## config.mk

```make
export PLATFORM = sky130hd
export DESIGN_NAME = screen_text_message_parser
export DESIGN_NICKNAME = d
export VERILOG_FILES = /design/src/rtl/core/stmp_pkg.sv /design/src/rtl/core/stmp_dpath.sv /design/src/rtl/core/stmp_ctrl.sv /design/src/rtl/core/screen_text_message_parser.sv
export VERILOG_INCLUDE_DIRS = /design/src /design/src/rtl/core
export SDC_FILE = /design/constraint.sdc
export NUM_CORES = 1
export LEC_CHECK = 0
export BUFFER_PORTS_ARGS = -buffer_cell sky130_fd_sc_hd__buf_4
export CORE_MARGIN = 5
export CORE_UTILIZATION = 60
export CTS_BUF_LIST = sky130_fd_sc_hd__clkbuf_8
export DETAILED_ROUTE_END_ITERATION = 6
export GPL_TIMING_DRIVEN = 0
export PLACE_DENSITY = 0.78
export SLEW_MARGIN = 5
export SYNTH_ARGS = -nofsm -noshare
export SYNTH_HDL_FRONTEND = slang
export SYNTH_SLANG_ARGS = --single-unit
```

## constraint.sdc

```tcl
create_clock -name clk_i -period 4.55 [get_ports clk_i]
set_clock_uncertainty 0.15 [all_clocks]
set_input_delay 0.2275 -clock clk_i [delete_from_list [all_inputs] [get_ports clk_i]]
set_output_delay 0.2275 -clock clk_i [all_outputs]
set_load 0.03 [all_outputs]
```

## src/rtl/core/screen_text_message_parser_macros.svh

```systemverilog
// ----------------------------------------------------------------------------
// Assertion macros for the screen text message parser
// Shared clocking and reset for the concurrent checks of the block.
// ----------------------------------------------------------------------------
`ifndef SCREEN_TEXT_MESSAGE_PARSER_MACROS_SVH
`define SCREEN_TEXT_MESSAGE_PARSER_MACROS_SVH

// Same-cycle implication, checked out of reset.
`define STMP_ASSERT_IMP(lbl, ante, cons, msg) \
  lbl: assert property (@(posedge clk_i) disable iff (!rst_ni) (ante) |-> (cons)) \
    else $error(msg);

// Next-cycle implication, checked out of reset.
`define STMP_ASSERT_NXT(lbl, ante, cons, msg) \
  lbl: assert property (@(posedge clk_i) disable iff (!rst_ni) (ante) |=> (cons)) \
    else $error(msg);

`endif

```

## src/rtl/core/stmp_pkg.sv

```systemverilog
// ----------------------------------------------------------------------------
// stmp_pkg
// Types, constants and helpers shared by the screen text message parser.
// ----------------------------------------------------------------------------
package stmp_pkg;

  // Text buffer depth; the port widths below are fixed.
  localparam int MAX_TEXT = 32;
  localparam int TEXT_AW  = $clog2(MAX_TEXT);

  localparam int CHAR_W    = 8;
  localparam int NUM_W     = 8;
  localparam int LEN_W     = 6;
  localparam int IDX_W     = 5;
  localparam int CFG_IDX_W = 2;
  localparam int CFG_DAT_W = 6;

  // Configuration register indexes
  localparam logic [CFG_IDX_W-1:0] CFG_ENABLE = 2'd0;
  localparam logic [CFG_IDX_W-1:0] CFG_MAXLEN = 2'd1;

  localparam logic [LEN_W-1:0] MAXLEN_RST = 6'd32;

  // Characters of interest
  localparam logic [CHAR_W-1:0] CH_LT    = 8'h3C;  // '<'
  localparam logic [CHAR_W-1:0] CH_AT    = 8'h40;  // '@'
  localparam logic [CHAR_W-1:0] CH_QUOTE = 8'h22;  // '"'
  localparam logic [CHAR_W-1:0] CH_SPACE = 8'h20;  // ' '
  localparam logic [CHAR_W-1:0] CH_ZERO  = 8'h30;  // '0'
  localparam logic [CHAR_W-1:0] CH_NINE  = 8'h39;  // '9'

  typedef enum logic [3:0] {
    ST_HUNT,
    ST_OPCODE,
    ST_SKIP1,
    ST_ID,
    ST_SKIP2,
    ST_ROW,
    ST_SKIP3,
    ST_TEXT,
    ST_EMIT
  } stmp_state_e;

  // Controller to datapath
  typedef struct packed {
    logic id_first;
    logic id_add;
    logic row_first;
    logic row_add;
    logic kept_clear;
    logic store_char;
    logic emit_start;
    logic emit_load;
  } stmp_cmd_t;

  // Datapath to controller
  typedef struct packed {
    logic is_lt;
    logic is_at;
    logic is_space;
    logic is_quote;
    logic is_digit;
    logic enable;
    logic kept_room;
    logic out_free;
    logic emit_last;
  } stmp_stat_t;

  // acc * 10 + digit, wrapping at the accumulator width
  function automatic logic [NUM_W-1:0] add_digit(logic [NUM_W-1:0] acc,
                                                 logic [CHAR_W-1:0] c);
    logic [NUM_W-1:0] dval;
    dval = NUM_W'(c - CH_ZERO);
    return (acc << 3) + (acc << 1) + dval;
  endfunction

endpackage

```

## src/rtl/core/stmp_dpath.sv

```systemverilog
// ----------------------------------------------------------------------------
// stmp_dpath
// Datapath: character decode, id/row accumulators, text buffer, config
// registers and the output word register.
// ----------------------------------------------------------------------------
module stmp_dpath (
  input  logic                           clk_i,
  input  logic                           rst_ni,
  input  logic                           cfg_we_i,
  input  logic [stmp_pkg::CFG_IDX_W-1:0] cfg_idx_i,
  input  logic [stmp_pkg::CFG_DAT_W-1:0] cfg_wdata_i,
  input  logic [stmp_pkg::CHAR_W-1:0]    in_char_i,
  input  stmp_pkg::stmp_cmd_t            cmd_i,
  output stmp_pkg::stmp_stat_t           stat_o,
  output logic                           out_valid_o,
  input  logic                           out_ready_i,
  output logic [stmp_pkg::NUM_W-1:0]     screen_id_o,
  output logic [stmp_pkg::NUM_W-1:0]     screen_row_o,
  output logic [stmp_pkg::LEN_W-1:0]     text_length_o,
  output logic [stmp_pkg::IDX_W-1:0]     char_index_o,
  output logic [stmp_pkg::CHAR_W-1:0]    text_char_o,
  output logic                           last_o
);
  import stmp_pkg::*;

  logic                enable_q;
  logic [LEN_W-1:0]    maxlen_q;
  logic [NUM_W-1:0]    id_q, id_d;
  logic [NUM_W-1:0]    row_q, row_d;
  logic [LEN_W-1:0]    kept_q, kept_d;
  logic [LEN_W-1:0]    k_q, k_d;
  logic [CHAR_W-1:0]   text_mem [MAX_TEXT];
  logic [LEN_W-1:0]    limit;
  logic [LEN_W-1:0]    runs;
  logic [NUM_W-1:0]    id_base, row_base;

  logic                out_valid_q;
  logic [NUM_W-1:0]    out_id_q, out_row_q;
  logic [LEN_W-1:0]    out_len_q;
  logic [IDX_W-1:0]    out_idx_q;
  logic [CHAR_W-1:0]   out_char_q;
  logic                out_last_q;

  // Configuration registers
  always_ff @(posedge clk_i or negedge rst_ni) begin
    if (!rst_ni) begin
      enable_q <= 1'b0;
      maxlen_q <= MAXLEN_RST;
    end else if (cfg_we_i) begin
      case (cfg_idx_i)
        CFG_ENABLE: enable_q <= cfg_wdata_i[0];
        CFG_MAXLEN: maxlen_q <= cfg_wdata_i;
        default: ;
      endcase
    end
  end

  assign limit = (maxlen_q > LEN_W'(MAX_TEXT)) ? LEN_W'(MAX_TEXT) : maxlen_q;
  assign runs  = (kept_q == '0) ? LEN_W'(1) : kept_q;

  always_comb begin
    stat_o.is_lt     = (in_char_i == CH_LT);
    stat_o.is_at     = (in_char_i == CH_AT);
    stat_o.is_space  = (in_char_i == CH_SPACE);
    stat_o.is_quote  = (in_char_i == CH_QUOTE);
    stat_o.is_digit  = (in_char_i >= CH_ZERO) && (in_char_i <= CH_NINE);
    stat_o.enable    = enable_q;
    stat_o.kept_room = (kept_q < limit);
    stat_o.out_free  = !out_valid_q || out_ready_i;
    stat_o.emit_last = ((k_q + LEN_W'(1)) == runs);
  end

  // Accumulators: a first character restarts the number from zero
  always_comb begin
    id_base  = cmd_i.id_first  ? '0 : id_q;
    row_base = cmd_i.row_first ? '0 : row_q;
    id_d     = id_q;
    row_d    = row_q;
    if (cmd_i.id_add)         id_d = add_digit(id_base, in_char_i);
    else if (cmd_i.id_first)  id_d = '0;
    if (cmd_i.row_add)        row_d = add_digit(row_base, in_char_i);
    else if (cmd_i.row_first) row_d = '0;
  end

  always_comb begin
    kept_d = kept_q;
    if (cmd_i.kept_clear)      kept_d = '0;
    else if (cmd_i.store_char) kept_d = kept_q + LEN_W'(1);
    k_d = k_q;
    if (cmd_i.emit_start)     k_d = '0;
    else if (cmd_i.emit_load) k_d = k_q + LEN_W'(1);
  end

  always_ff @(posedge clk_i or negedge rst_ni) begin
    if (!rst_ni) begin
      id_q        <= '0;
      row_q       <= '0;
      kept_q      <= '0;
      k_q         <= '0;
      out_valid_q <= 1'b0;
    end else begin
      id_q   <= id_d;
      row_q  <= row_d;
      kept_q <= kept_d;
      k_q    <= k_d;
      if (cmd_i.emit_load)   out_valid_q <= 1'b1;
      else if (out_ready_i)  out_valid_q <= 1'b0;
    end
  end

  // Text buffer; store only below the limit, so the index fits
  always_ff @(posedge clk_i) begin
    if (cmd_i.store_char) begin
      text_mem[kept_q[TEXT_AW-1:0]] <= in_char_i;
    end
  end

  // Output word register
  always_ff @(posedge clk_i) begin
    if (cmd_i.emit_load) begin
      out_id_q   <= id_q;
      out_row_q  <= row_q;
      out_len_q  <= kept_q;
      out_idx_q  <= IDX_W'(k_q);
      out_char_q <= (kept_q == '0) ? '0 : text_mem[k_q[TEXT_AW-1:0]];
      out_last_q <= stat_o.emit_last;
    end
  end

  assign out_valid_o   = out_valid_q;
  assign screen_id_o   = out_id_q;
  assign screen_row_o  = out_row_q;
  assign text_length_o = out_len_q;
  assign char_index_o  = out_idx_q;
  assign text_char_o   = out_char_q;
  assign last_o        = out_last_q;

endmodule

```

## src/rtl/core/stmp_ctrl.sv

```systemverilog
// ----------------------------------------------------------------------------
// stmp_ctrl
// Controller: message phase state machine and emit sequencing.
// ----------------------------------------------------------------------------
module stmp_ctrl (
  input  logic                 clk_i,
  input  logic                 rst_ni,
  input  logic                 in_valid_i,
  output logic                 in_ready_o,
  input  stmp_pkg::stmp_stat_t stat_i,
  output stmp_pkg::stmp_cmd_t  cmd_o
);
  import stmp_pkg::*;

  stmp_state_e state_q, state_d;
  logic        acc;

  assign in_ready_o = (state_q != ST_EMIT);
  assign acc        = in_valid_i && in_ready_o;

  always_ff @(posedge clk_i or negedge rst_ni) begin
    if (!rst_ni) state_q <= ST_HUNT;
    else         state_q <= state_d;
  end

  // Next state
  always_comb begin
    state_d = state_q;
    case (state_q)
      ST_HUNT: begin
        if (acc && stat_i.is_lt) state_d = ST_OPCODE;
      end
      ST_OPCODE: begin
        if (acc) state_d = (stat_i.is_at && stat_i.enable) ? ST_SKIP1 : ST_HUNT;
      end
      ST_SKIP1: begin
        if (acc && !stat_i.is_space) state_d = stat_i.is_digit ? ST_ID : ST_HUNT;
      end
      ST_ID: begin
        if (acc) begin
          if (stat_i.is_space)       state_d = ST_SKIP2;
          else if (!stat_i.is_digit) state_d = ST_HUNT;
        end
      end
      ST_SKIP2: begin
        if (acc && !stat_i.is_space) state_d = stat_i.is_digit ? ST_ROW : ST_HUNT;
      end
      ST_ROW: begin
        if (acc) begin
          if (stat_i.is_space)       state_d = ST_SKIP3;
          else if (!stat_i.is_digit) state_d = ST_HUNT;
        end
      end
      ST_SKIP3: begin
        if (acc && !stat_i.is_space) state_d = stat_i.is_quote ? ST_TEXT : ST_HUNT;
      end
      ST_TEXT: begin
        if (acc && stat_i.is_quote) state_d = stat_i.enable ? ST_EMIT : ST_HUNT;
      end
      ST_EMIT: begin
        if (stat_i.out_free && stat_i.emit_last) state_d = ST_HUNT;
      end
      default: state_d = ST_HUNT;
    endcase
  end

  // Commands
  always_comb begin
    cmd_o = '0;
    case (state_q)
      ST_SKIP1: begin
        // first non-space is the first character of the id
        cmd_o.id_first = acc && !stat_i.is_space;
        cmd_o.id_add   = acc && !stat_i.is_space && stat_i.is_digit;
      end
      ST_ID: begin
        cmd_o.id_add = acc && stat_i.is_digit;
      end
      ST_SKIP2: begin
        cmd_o.row_first = acc && !stat_i.is_space;
        cmd_o.row_add   = acc && !stat_i.is_space && stat_i.is_digit;
      end
      ST_ROW: begin
        cmd_o.row_add = acc && stat_i.is_digit;
      end
      ST_SKIP3: begin
        cmd_o.kept_clear = acc && stat_i.is_quote;
      end
      ST_TEXT: begin
        cmd_o.store_char = acc && !stat_i.is_quote && stat_i.kept_room;
        cmd_o.emit_start = acc && stat_i.is_quote;
      end
      ST_EMIT: begin
        cmd_o.emit_load = stat_i.out_free;
      end
      default: ;
    endcase
  end

endmodule

```

## src/rtl/core/screen_text_message_parser.sv

```systemverilog
// ----------------------------------------------------------------------------
// screen_text_message_parser
// Recognizes <@ id row "text"> messages in a character word stream and
// emits the parsed id, row and text one character per output word.
// ----------------------------------------------------------------------------
// Input channel: one character word per handshake (in_valid_i/in_ready_o).
// While parsing, in_ready_o is high and one valid word is taken every cycle.
// Output channel: one result word per handshake (out_valid_o/out_ready_i),
// carrying id, row, kept text length, character index, character and last.
// Results: after the closing quote is taken, the emit state loads a run of
// max(1, text_length) result words through the output register; they leave
// at one word per cycle while the receiver takes each word, and input is
// held off (in_ready_o low) until the last word is loaded. An output stall
// holds the output register and the emit sequencer; the last word may
// still wait while the next message's characters are already taken.
// Configuration (cfg_we_i, cfg_idx_i, cfg_wdata_i) takes effect at the edge
// of the write; index 0 is parser_enable, index 1 is max_text_length.
// Reset clears the parser to hunting for '<', disables it and sets the text
// limit to 32; the text buffer is not cleared.
// ----------------------------------------------------------------------------
`include "screen_text_message_parser_macros.svh"

module screen_text_message_parser (
  input  logic                           clk_i,
  input  logic                           rst_ni,
  input  logic                           cfg_we_i,
  input  logic [stmp_pkg::CFG_IDX_W-1:0] cfg_idx_i,
  input  logic [stmp_pkg::CFG_DAT_W-1:0] cfg_wdata_i,
  input  logic                           in_valid_i,
  output logic                           in_ready_o,
  input  logic [stmp_pkg::CHAR_W-1:0]    in_char_i,
  output logic                           out_valid_o,
  input  logic                           out_ready_i,
  output logic [stmp_pkg::NUM_W-1:0]     screen_id_o,
  output logic [stmp_pkg::NUM_W-1:0]     screen_row_o,
  output logic [stmp_pkg::LEN_W-1:0]     text_length_o,
  output logic [stmp_pkg::IDX_W-1:0]     char_index_o,
  output logic [stmp_pkg::CHAR_W-1:0]    text_char_o,
  output logic                           last_o
);
  import stmp_pkg::*;

  stmp_cmd_t  cmd;
  stmp_stat_t stat;

  stmp_ctrl u_ctrl (
    .clk_i      (clk_i),
    .rst_ni     (rst_ni),
    .in_valid_i (in_valid_i),
    .in_ready_o (in_ready_o),
    .stat_i     (stat),
    .cmd_o      (cmd)
  );

  stmp_dpath u_dpath (
    .clk_i         (clk_i),
    .rst_ni        (rst_ni),
    .cfg_we_i      (cfg_we_i),
    .cfg_idx_i     (cfg_idx_i),
    .cfg_wdata_i   (cfg_wdata_i),
    .in_char_i     (in_char_i),
    .cmd_i         (cmd),
    .stat_o        (stat),
    .out_valid_o   (out_valid_o),
    .out_ready_i   (out_ready_i),
    .screen_id_o   (screen_id_o),
    .screen_row_o  (screen_row_o),
    .text_length_o (text_length_o),
    .char_index_o  (char_index_o),
    .text_char_o   (text_char_o),
    .last_o        (last_o)
  );

  // Never overwrite an output word that has not been taken
  `STMP_ASSERT_IMP(a_load_free, cmd.emit_load, stat.out_free, "emit load into a busy output")
  // Never store past the text limit
  `STMP_ASSERT_IMP(a_store_room, cmd.store_char, stat.kept_room, "text store beyond limit")
  // After the final word of a run is loaded, input opens again
  `STMP_ASSERT_NXT(a_last_reopen, cmd.emit_load && stat.emit_last, in_ready_o && last_o,
                   "input not reopened after last word")

endmodule
```

# After elaboration in Yosys (flattened, before gate mapping)
# Memory sizes are Yosys's and may differ from the RTL's. A register that Yosys moved wholly into a read port is not among the register bits.
# Index checks and enable logic that the tools add are counted.
# op_classes
n_div,0
add_sub_neg,7
mux,39
n_eq_ne,24
bitwise,0
reduce_logical,26
n_lt_le_gt_ge,4
multipliers,0
shifts,0
# op_table
cell,n
two-way mux 4 bit,13
two-way mux 6 bit,6
one-hot mux 4 bit (9 select lines),1
adder 8 bit,4
two-way mux 8 bit,4
"== test 8 x 6 -> 1 bit, second input constant",3
"inequality test 2 x 1 -> 1 bit, second input constant",9
"== test 4 x 3 -> 1 bit, second input constant",4
"adder 6 x 1 -> 6 bit, second input constant",2
logical AND 1 bit,11
nonzero test 2 bit,5
AND reduction 9 bit,1
"== test 4 x 2 -> 1 bit, second input constant",2
"== test 8 x 7 -> 1 bit, second input constant",1
"greater-or-equal comparator 8 x 6 -> 1 bit, second input constant",1
"less-or-equal comparator 8 x 6 -> 1 bit, second input constant",1
two-way mux 1 bit,8
"subtractor 8 x 6 -> 8 bit, second input constant",1
== test 6 bit,1
"greater-than comparator 6 bit, second input constant",1
logical NOT 6 bit,1
< comparator 6 bit,1
two-way mux 2 bit,3
two-way mux 3 bit,2
other kinds (10),14
# word_totals
wordCells,116
n_memories,1
out_inout_bits,38
ff_bits,68
in_bits,21
latchBits,0
ramBits,256
mem_bits_ro,0
# mem_list
memory,depth,word_bits,read_ports,rd_ports_with_merged_regs,write_ports,line,source
u_dpath.text_mem,32,8,1,1,1,stmp_dpath.sv:32,logic [CHAR_W-1:0] text_mem [MAX_TEXT];

# Logic depth before layout (Yosys ltp)
# depth
depth_word,8
ltp_mapped,16

# Modules after synthesis
# Synthesis repeated with hierarchy kept, for this count alone.
# hier_totals
cells_unflattened,806
hier_area_um2,14106.0
# by_module_without_submodules
mod,instances,cells_each,area_per_inst_um2
stmp_dpath,1,745,13615.6
stmp_ctrl,1,61,490.5

# Worst setup path after synthesis
# OpenSTA, ideal clock, no wires.
# synth_timing
path_type,input to register
startpoint,input in_char_i[4] in the netlist's numbering
endpoint,register u_dpath.row_q[7]
path_stages,16
setup_ns,0.124
path_buffers,1
required_time_ns,4.276
setup_slack_ns,1.266
arrival_time_ns,3.009
cell_sequence,inv_1 ha_1 or3b_2 nor2_2 or3_1 buf_4 nand2_2 xnor2_1 ha_1 ha_1 a21o_1 a21oi_1 o21ai_0 xnor2_1 a31oi_1 o21ai_1
# synth_via
elab_chain_len,8
word_cells_on_any_way,16
classes_between,3 x add/sub; 2 x order compare; 1 x eq/ne; 4 x mux; 6 x reduce/logical
# synth_rtl
element,line,source
from (decl),screen_text_message_parser.sv:31,"input logic [stmp_pkg::CHAR_W-1:0] in_char_i,"
== test 8 x 6 -> 1 bit,stmp_dpath.sv:64,stat_o.is_space = (in_char_i == CH_SPACE);
logical NOT 1 bit,"stmp_ctrl.sv:80, stmp_ctrl.sv:81",
logical AND 1 bit,"stmp_ctrl.sv:80, stmp_ctrl.sv:81",
two-way mux 1 bit,stmp_ctrl.sv:70,case (state_q)
two-way mux 8 bit,-,
adder 8 bit (2 in series),stmp_pkg.sv:74,return (acc << 3) + (acc << 1) + dval;
two-way mux 8 bit,stmp_dpath.sv:81,"if (cmd_i.row_add) row_d = add_digit(row_base, in_char_i);"
to (signal assigned),stmp_dpath.sv:103,row_q <= row_d;
to (decl),stmp_dpath.sv:29,"logic [NUM_W-1:0] row_q, row_d;"
# Parallel ways exist; a longest one is shown, timed or not. The select of a mux whose other input is x is not followed.
# A chain may end at the register's enable or synchronous reset.

# Final worst setup path
# layout_timing
startpoint,input in_char_i[5] in the netlist's numbering
endpoint,register u_dpath.row_q[7]
# The elaborated chain is that of the path after synthesis.

==> PnR_summary.wiki <==
{| class="wikitable"
! Metric !! Value
|-
| Leakage component of the power || 5.99 nW
|-
| Smallest hold slack || 0.0605 ns
|-
| Post-DR vias/cell || 6.02
|-
| Syn Nets || roughly 1000
|-
| Final routed wire length divided by cell count || ~22 um
|-
| Total Routed Length || 30800 um
|-
| Count of cells resized by post-cts repair || 0
|-
| Number of buffers created by CTS || 50
|-
| Final Total Pwr || 7.84 mW
|-
| Via count of the first global-routing pass || roughly 8600
|-
| Drt first-iter violations || 775
|-
| Power per cell area || 482 nW/um^2
|-
| Starting density of the core || 61.0%
|-
| Crit path cell chain || dlygate4sd3_1 -> buf_4 -> ha_1 -> or3b_2 -> nor2_2 -> or3_1 -> buf_4 -> nand2_2 -> xnor2_1 -> ha_1 -> ha_1 -> a21o_1 -> a21oi_1 -> o21ai_0 -> xnor2_1 -> a31oi_1 -> o21ai_1
|-
| Tightest Hold Check Type || in2async
|-
| Root buf cell || sky130_fd_sc_hd__clkbuf_8
|-
| Outcome || complete, no violations
|-
| Ant diodes || 0
|-
| Port-buffer cells || 58
|-
| Crit path launch || in_char_i[5]
|-
| Depth of the CTS H-tree || 2
|-
| Die area || 27100 sq um
|-
| Global-route wire length before repair || approximately 48000 um
|-
| Core area || between 20000 and 25000 sq um
|-
| Placement Setup Slack || 0.456 ns
|-
| Number of warning messages in the yosys log || 0
|-
| RR Startpoint || u_ctrl.state_q[3]
|-
| Dominant synthesized flop cell || sky130_fd_sc_hd__edfxtp_1
|-
| Antenna violations before repair || 0
|-
| Share of final-layout standard cells stronger than drive strength 1 || 18.5%
|-
| RePlAce Congestion || 0.874
|-
| Number of inserted filler cells in the final layout || 1566
|-
| Fraction of synthesis flops using an asynchronous set or reset pin || around 12%
|-
| Total of max-cap violations || 0
|-
| Startpoint kind of the worst setup timing path || input pin
|-
| Net count of the finished layout || 1104
|-
| Relative slew slack || about 43%
|-
| Peak supply drop || 0.304 mV
|-
| Total half-perimeter wirelength after legalization and detailed placement || 20500 um
|-
| First-pass DRT Iterations || 4
|-
| Data arrival, critical path || between 4 and 5 ns
|-
| Mapped cell area || 14300 sq um
|-
| Synth top area share || 61.2%
|-
| Core occupancy in the finished layout || between 60% and 70%
|-
| Total Routing Usage GR || 23.6%
|-
| DRC violation count after routing || 0
|-
| Endpoint required time on the critical path || 4.87 ns
|-
| Maximum clock rate || 247 MHz
|-
| Cell accounting for the most synthesized area || sky130_fd_sc_hd__edfxtp_1
|-
| Clock buffer depth || 3
|-
| Minimum setup slack in the final design || 0.495 ns
|-
| Seq/Total Area, Yosys || 68.2%
|-
| Yosys cell types || 64
|-
| Number of register bits inferred by synthesis || 332
|-
| Mean instance size in the synthesized netlist || around 16 sq um
|-
| Number of top-level pins || 59
|-
| Via count || roughly 8500
|-
| Synthesized instance count || 919
|-
| Worst slew pin tran || 0.847 ns
|-
| Worst Setup Path Type || in2reg
|-
| Setup Buffers After CTS || 0
|-
| Crit share post-route || about nine tenths
|-
| Die width || 165 um
|-
| Number of synthesized flops with an enable pin || a little under 300
|-
| Overflow after GRT || 0
|-
| Die outline height || 165 um
|-
| Clock tree from TritonCTS || yes
|-
| Largest fanout of any net on the critical path || 36
|-
| Number of clock sinks seen by CTS || 332
|-
| Final setup viols || 0
|-
| Count of endpoints failing hold in the final timing report || 0
|-
| Shortest period the worst path allows || 4.06 ns
|-
| Cell repeated most along the worst path || sky130_fd_sc_hd__ha_1
|-
| Sequential cell area in the final layout || 9770 sq um
|-
| Standard-cell rows || 56
|-
| Synth-to-layout area growth || 13.6%
|-
| Type of destination of the critical path || register
|-
| Total negative slack for setup checks || 0 ns
|-
| Slew Viols, Final || 0
|-
| Multi-input combinational cell area || 4240 sq um
|-
| Number of nets still failing antenna checks after routing || 0
|-
| Largest net degree at the start of global routing || 41
|-
| Dominant cells by area after synthesis || sky130_fd_sc_hd__edfxtp_1 61%, sky130_fd_sc_hd__dfrtp_1 6.8%, sky130_fd_sc_hd__mux4_2 5.0%
|-
| Clock slew at reported path FFs || roughly 0.070 ns
|-
| Setup repair after global routing missed its margin || false
|-
| Max stage delay cell, worst path || sky130_fd_sc_hd__dlygate4sd3_1
|-
| Critical path's largest stage delay || 0.53 ns
|-
| Source-to-sink clock delay at the later pin of the worst-skew pair || 0.57 ns
|}
critical path, delay by kind of cell:
family	cells	cell delay (ns)
XOR/XNOR	2	0.37
AO/OA/AOI/OAI	5	0.82
buffers and inverters	3	1.07
AND/OR/NAND/NOR	4	0.97
adder cells (fa/ha/maj)	3	0.91
metal layers:
layer / track usage (%) / routed length, um / up-vias
met4: 5.78 / 522 / 0
met3: 4.77 / 2370 / 43
met2: 37.8 / 15000 / 325
li1: - / - / 3841
met1: 33.9 / 12900 / 4267
met5: 0 / 0 / -
cells in the final DEF, fill, tap and decap left out, types with 6 or more instances in the layout:
master                          count
sky130_fd_sc_hd__nor2_1            49
sky130_fd_sc_hd__dlygate4sd3_1     18
sky130_fd_sc_hd__o21ai_0            9
sky130_fd_sc_hd__dfrtp_1           39
sky130_fd_sc_hd__inv_1             43
sky130_fd_sc_hd__fa_1               8
sky130_fd_sc_hd__mux4_2            32
sky130_fd_sc_hd__clkbuf_1          22
sky130_fd_sc_hd__xor2_1            13
sky130_fd_sc_hd__mux2_2             9
sky130_fd_sc_hd__a21oi_1           24
sky130_fd_sc_hd__o22ai_1           17
sky130_fd_sc_hd__a211o_1            8
sky130_fd_sc_hd__o221ai_1          32
sky130_fd_sc_hd__clkinv_1          10
sky130_fd_sc_hd__a21boi_1           8
sky130_fd_sc_hd__clkinv_2           6
sky130_fd_sc_hd__clkbuf_8          54
sky130_fd_sc_hd__buf_4             65
sky130_fd_sc_hd__and3_1             8
sky130_fd_sc_hd__mux2i_1           67
sky130_fd_sc_hd__xnor2_1           16
sky130_fd_sc_hd__o21ai_1           15
sky130_fd_sc_hd__nor3_1             6
sky130_fd_sc_hd__buf_2             14
sky130_fd_sc_hd__edfxtp_1         292
sky130_fd_sc_hd__ha_1              27
sky130_fd_sc_hd__nand3_1           19
sky130_fd_sc_hd__nand2_1           72
cell type report:
type	count	share of cell area, %
buffer	49	1.41
clock buffer	54	4.57
clock inverter	38	0.999
inverter	24	0.553
multi-input combinational	514	26.0
sequential	332	60.0
tap	319	2.45
timing repair buffer	77	3.95
what timing repair did:
action | 4_1_cts | 5_1_grt
hold buffers | 18 | 0
endpoints found under the setup margin | 0 | 0
endpoints found under the hold margin | 259 | 0
worst paths after layout:
check,slack (ns),cells after the start,end
setup / recovery,0.49,17,u_dpath.row_q[7]
setup reg to reg,0.96,14,u_dpath.row_q[7]
hold / removal,0.06,2,u_dpath.k_q[3]
max in group asynchronous,3.80,2,u_dpath.k_q[5]
hold reg to reg,0.30,0,u_dpath.screen_row_o[5]
min in group clk_i,0.11,3,u_dpath.maxlen_q[2]
metrics by stage:
step                      instances  area, sq um
after floorplan                 919        14300
after global placement         1296        15200
after detailed placement       1297        15200
after CTS                      1407        16300
after global routing           1407        16300
final                          1407        16300
synth_stat cells (3+ instances only):
cell type                  instances
sky130_fd_sc_hd__a211o_1           8
sky130_fd_sc_hd__a211oi_1          3
sky130_fd_sc_hd__a21boi_1          8
sky130_fd_sc_hd__a21o_1            5
sky130_fd_sc_hd__a21oi_1          24
sky130_fd_sc_hd__and3_1            8
sky130_fd_sc_hd__buf_1             5
sky130_fd_sc_hd__buf_2            14
sky130_fd_sc_hd__buf_4             7
sky130_fd_sc_hd__clkbuf_1         23
sky130_fd_sc_hd__dfrtp_1          39
sky130_fd_sc_hd__edfxtp_1        292
sky130_fd_sc_hd__fa_1              8
sky130_fd_sc_hd__ha_1             27
sky130_fd_sc_hd__inv_1            23
sky130_fd_sc_hd__mux2_2            9
sky130_fd_sc_hd__mux2i_1          67
sky130_fd_sc_hd__mux4_2           32
sky130_fd_sc_hd__nand2_1          72
sky130_fd_sc_hd__nand2b_1          5
sky130_fd_sc_hd__nand3_1          19
sky130_fd_sc_hd__nand3b_1          5
sky130_fd_sc_hd__nand4_1           3
sky130_fd_sc_hd__nand4b_1          4
sky130_fd_sc_hd__nor2_1           49
sky130_fd_sc_hd__nor2b_1           4
sky130_fd_sc_hd__nor3_1            6
sky130_fd_sc_hd__nor3b_1           3
sky130_fd_sc_hd__o21ai_0           9
sky130_fd_sc_hd__o21ai_1          15
sky130_fd_sc_hd__o221ai_1         32
sky130_fd_sc_hd__o22ai_1          17
sky130_fd_sc_hd__o31ai_1           3
sky130_fd_sc_hd__or3_1             4
sky130_fd_sc_hd__or3b_2            3
sky130_fd_sc_hd__xnor2_1          16
sky130_fd_sc_hd__xor2_1           13
logic make-up (layout without fill, tap and decap cells):
family                     Yosys count  in the layout  synth area share [%]
buffers and inverters               73            242                  2.22
adders and majority gates           35             35                  3.48
DFF                                332            332                  68.2
AOI/OAI and AO/OA                  142            142                  7.08
and+or+nand+nor                    198            198                  6.68
xor gates and xnor gates            29             29                  1.77
muxes                              110            110                  10.6
flip-flops by register name (all words and copies together) (netlist names), 4 cells and up:
signal / flops
u_dpath.kept_q: 6
u_dpath.row_q: 8
u_dpath.text_mem: 256
u_dpath.char_index_o: 5
u_dpath.id_q: 8
u_dpath.text_char_o: 8
u_dpath.text_length_o: 6
u_dpath.maxlen_q: 6
u_dpath.k_q: 6
u_dpath.screen_id_o: 8
u_ctrl.state_q: 4
u_dpath.screen_row_o: 8
where the power goes:
group	leakage, nW	total (mW)	internal, mW	switching (mW)
Clock	0.537	2.17	1.10	1.08
Combinational	2.29	2.24	0.908	1.33
Sequential	3.16	3.43	3.37	0.0605
Power figures use the tool's default switching activity.
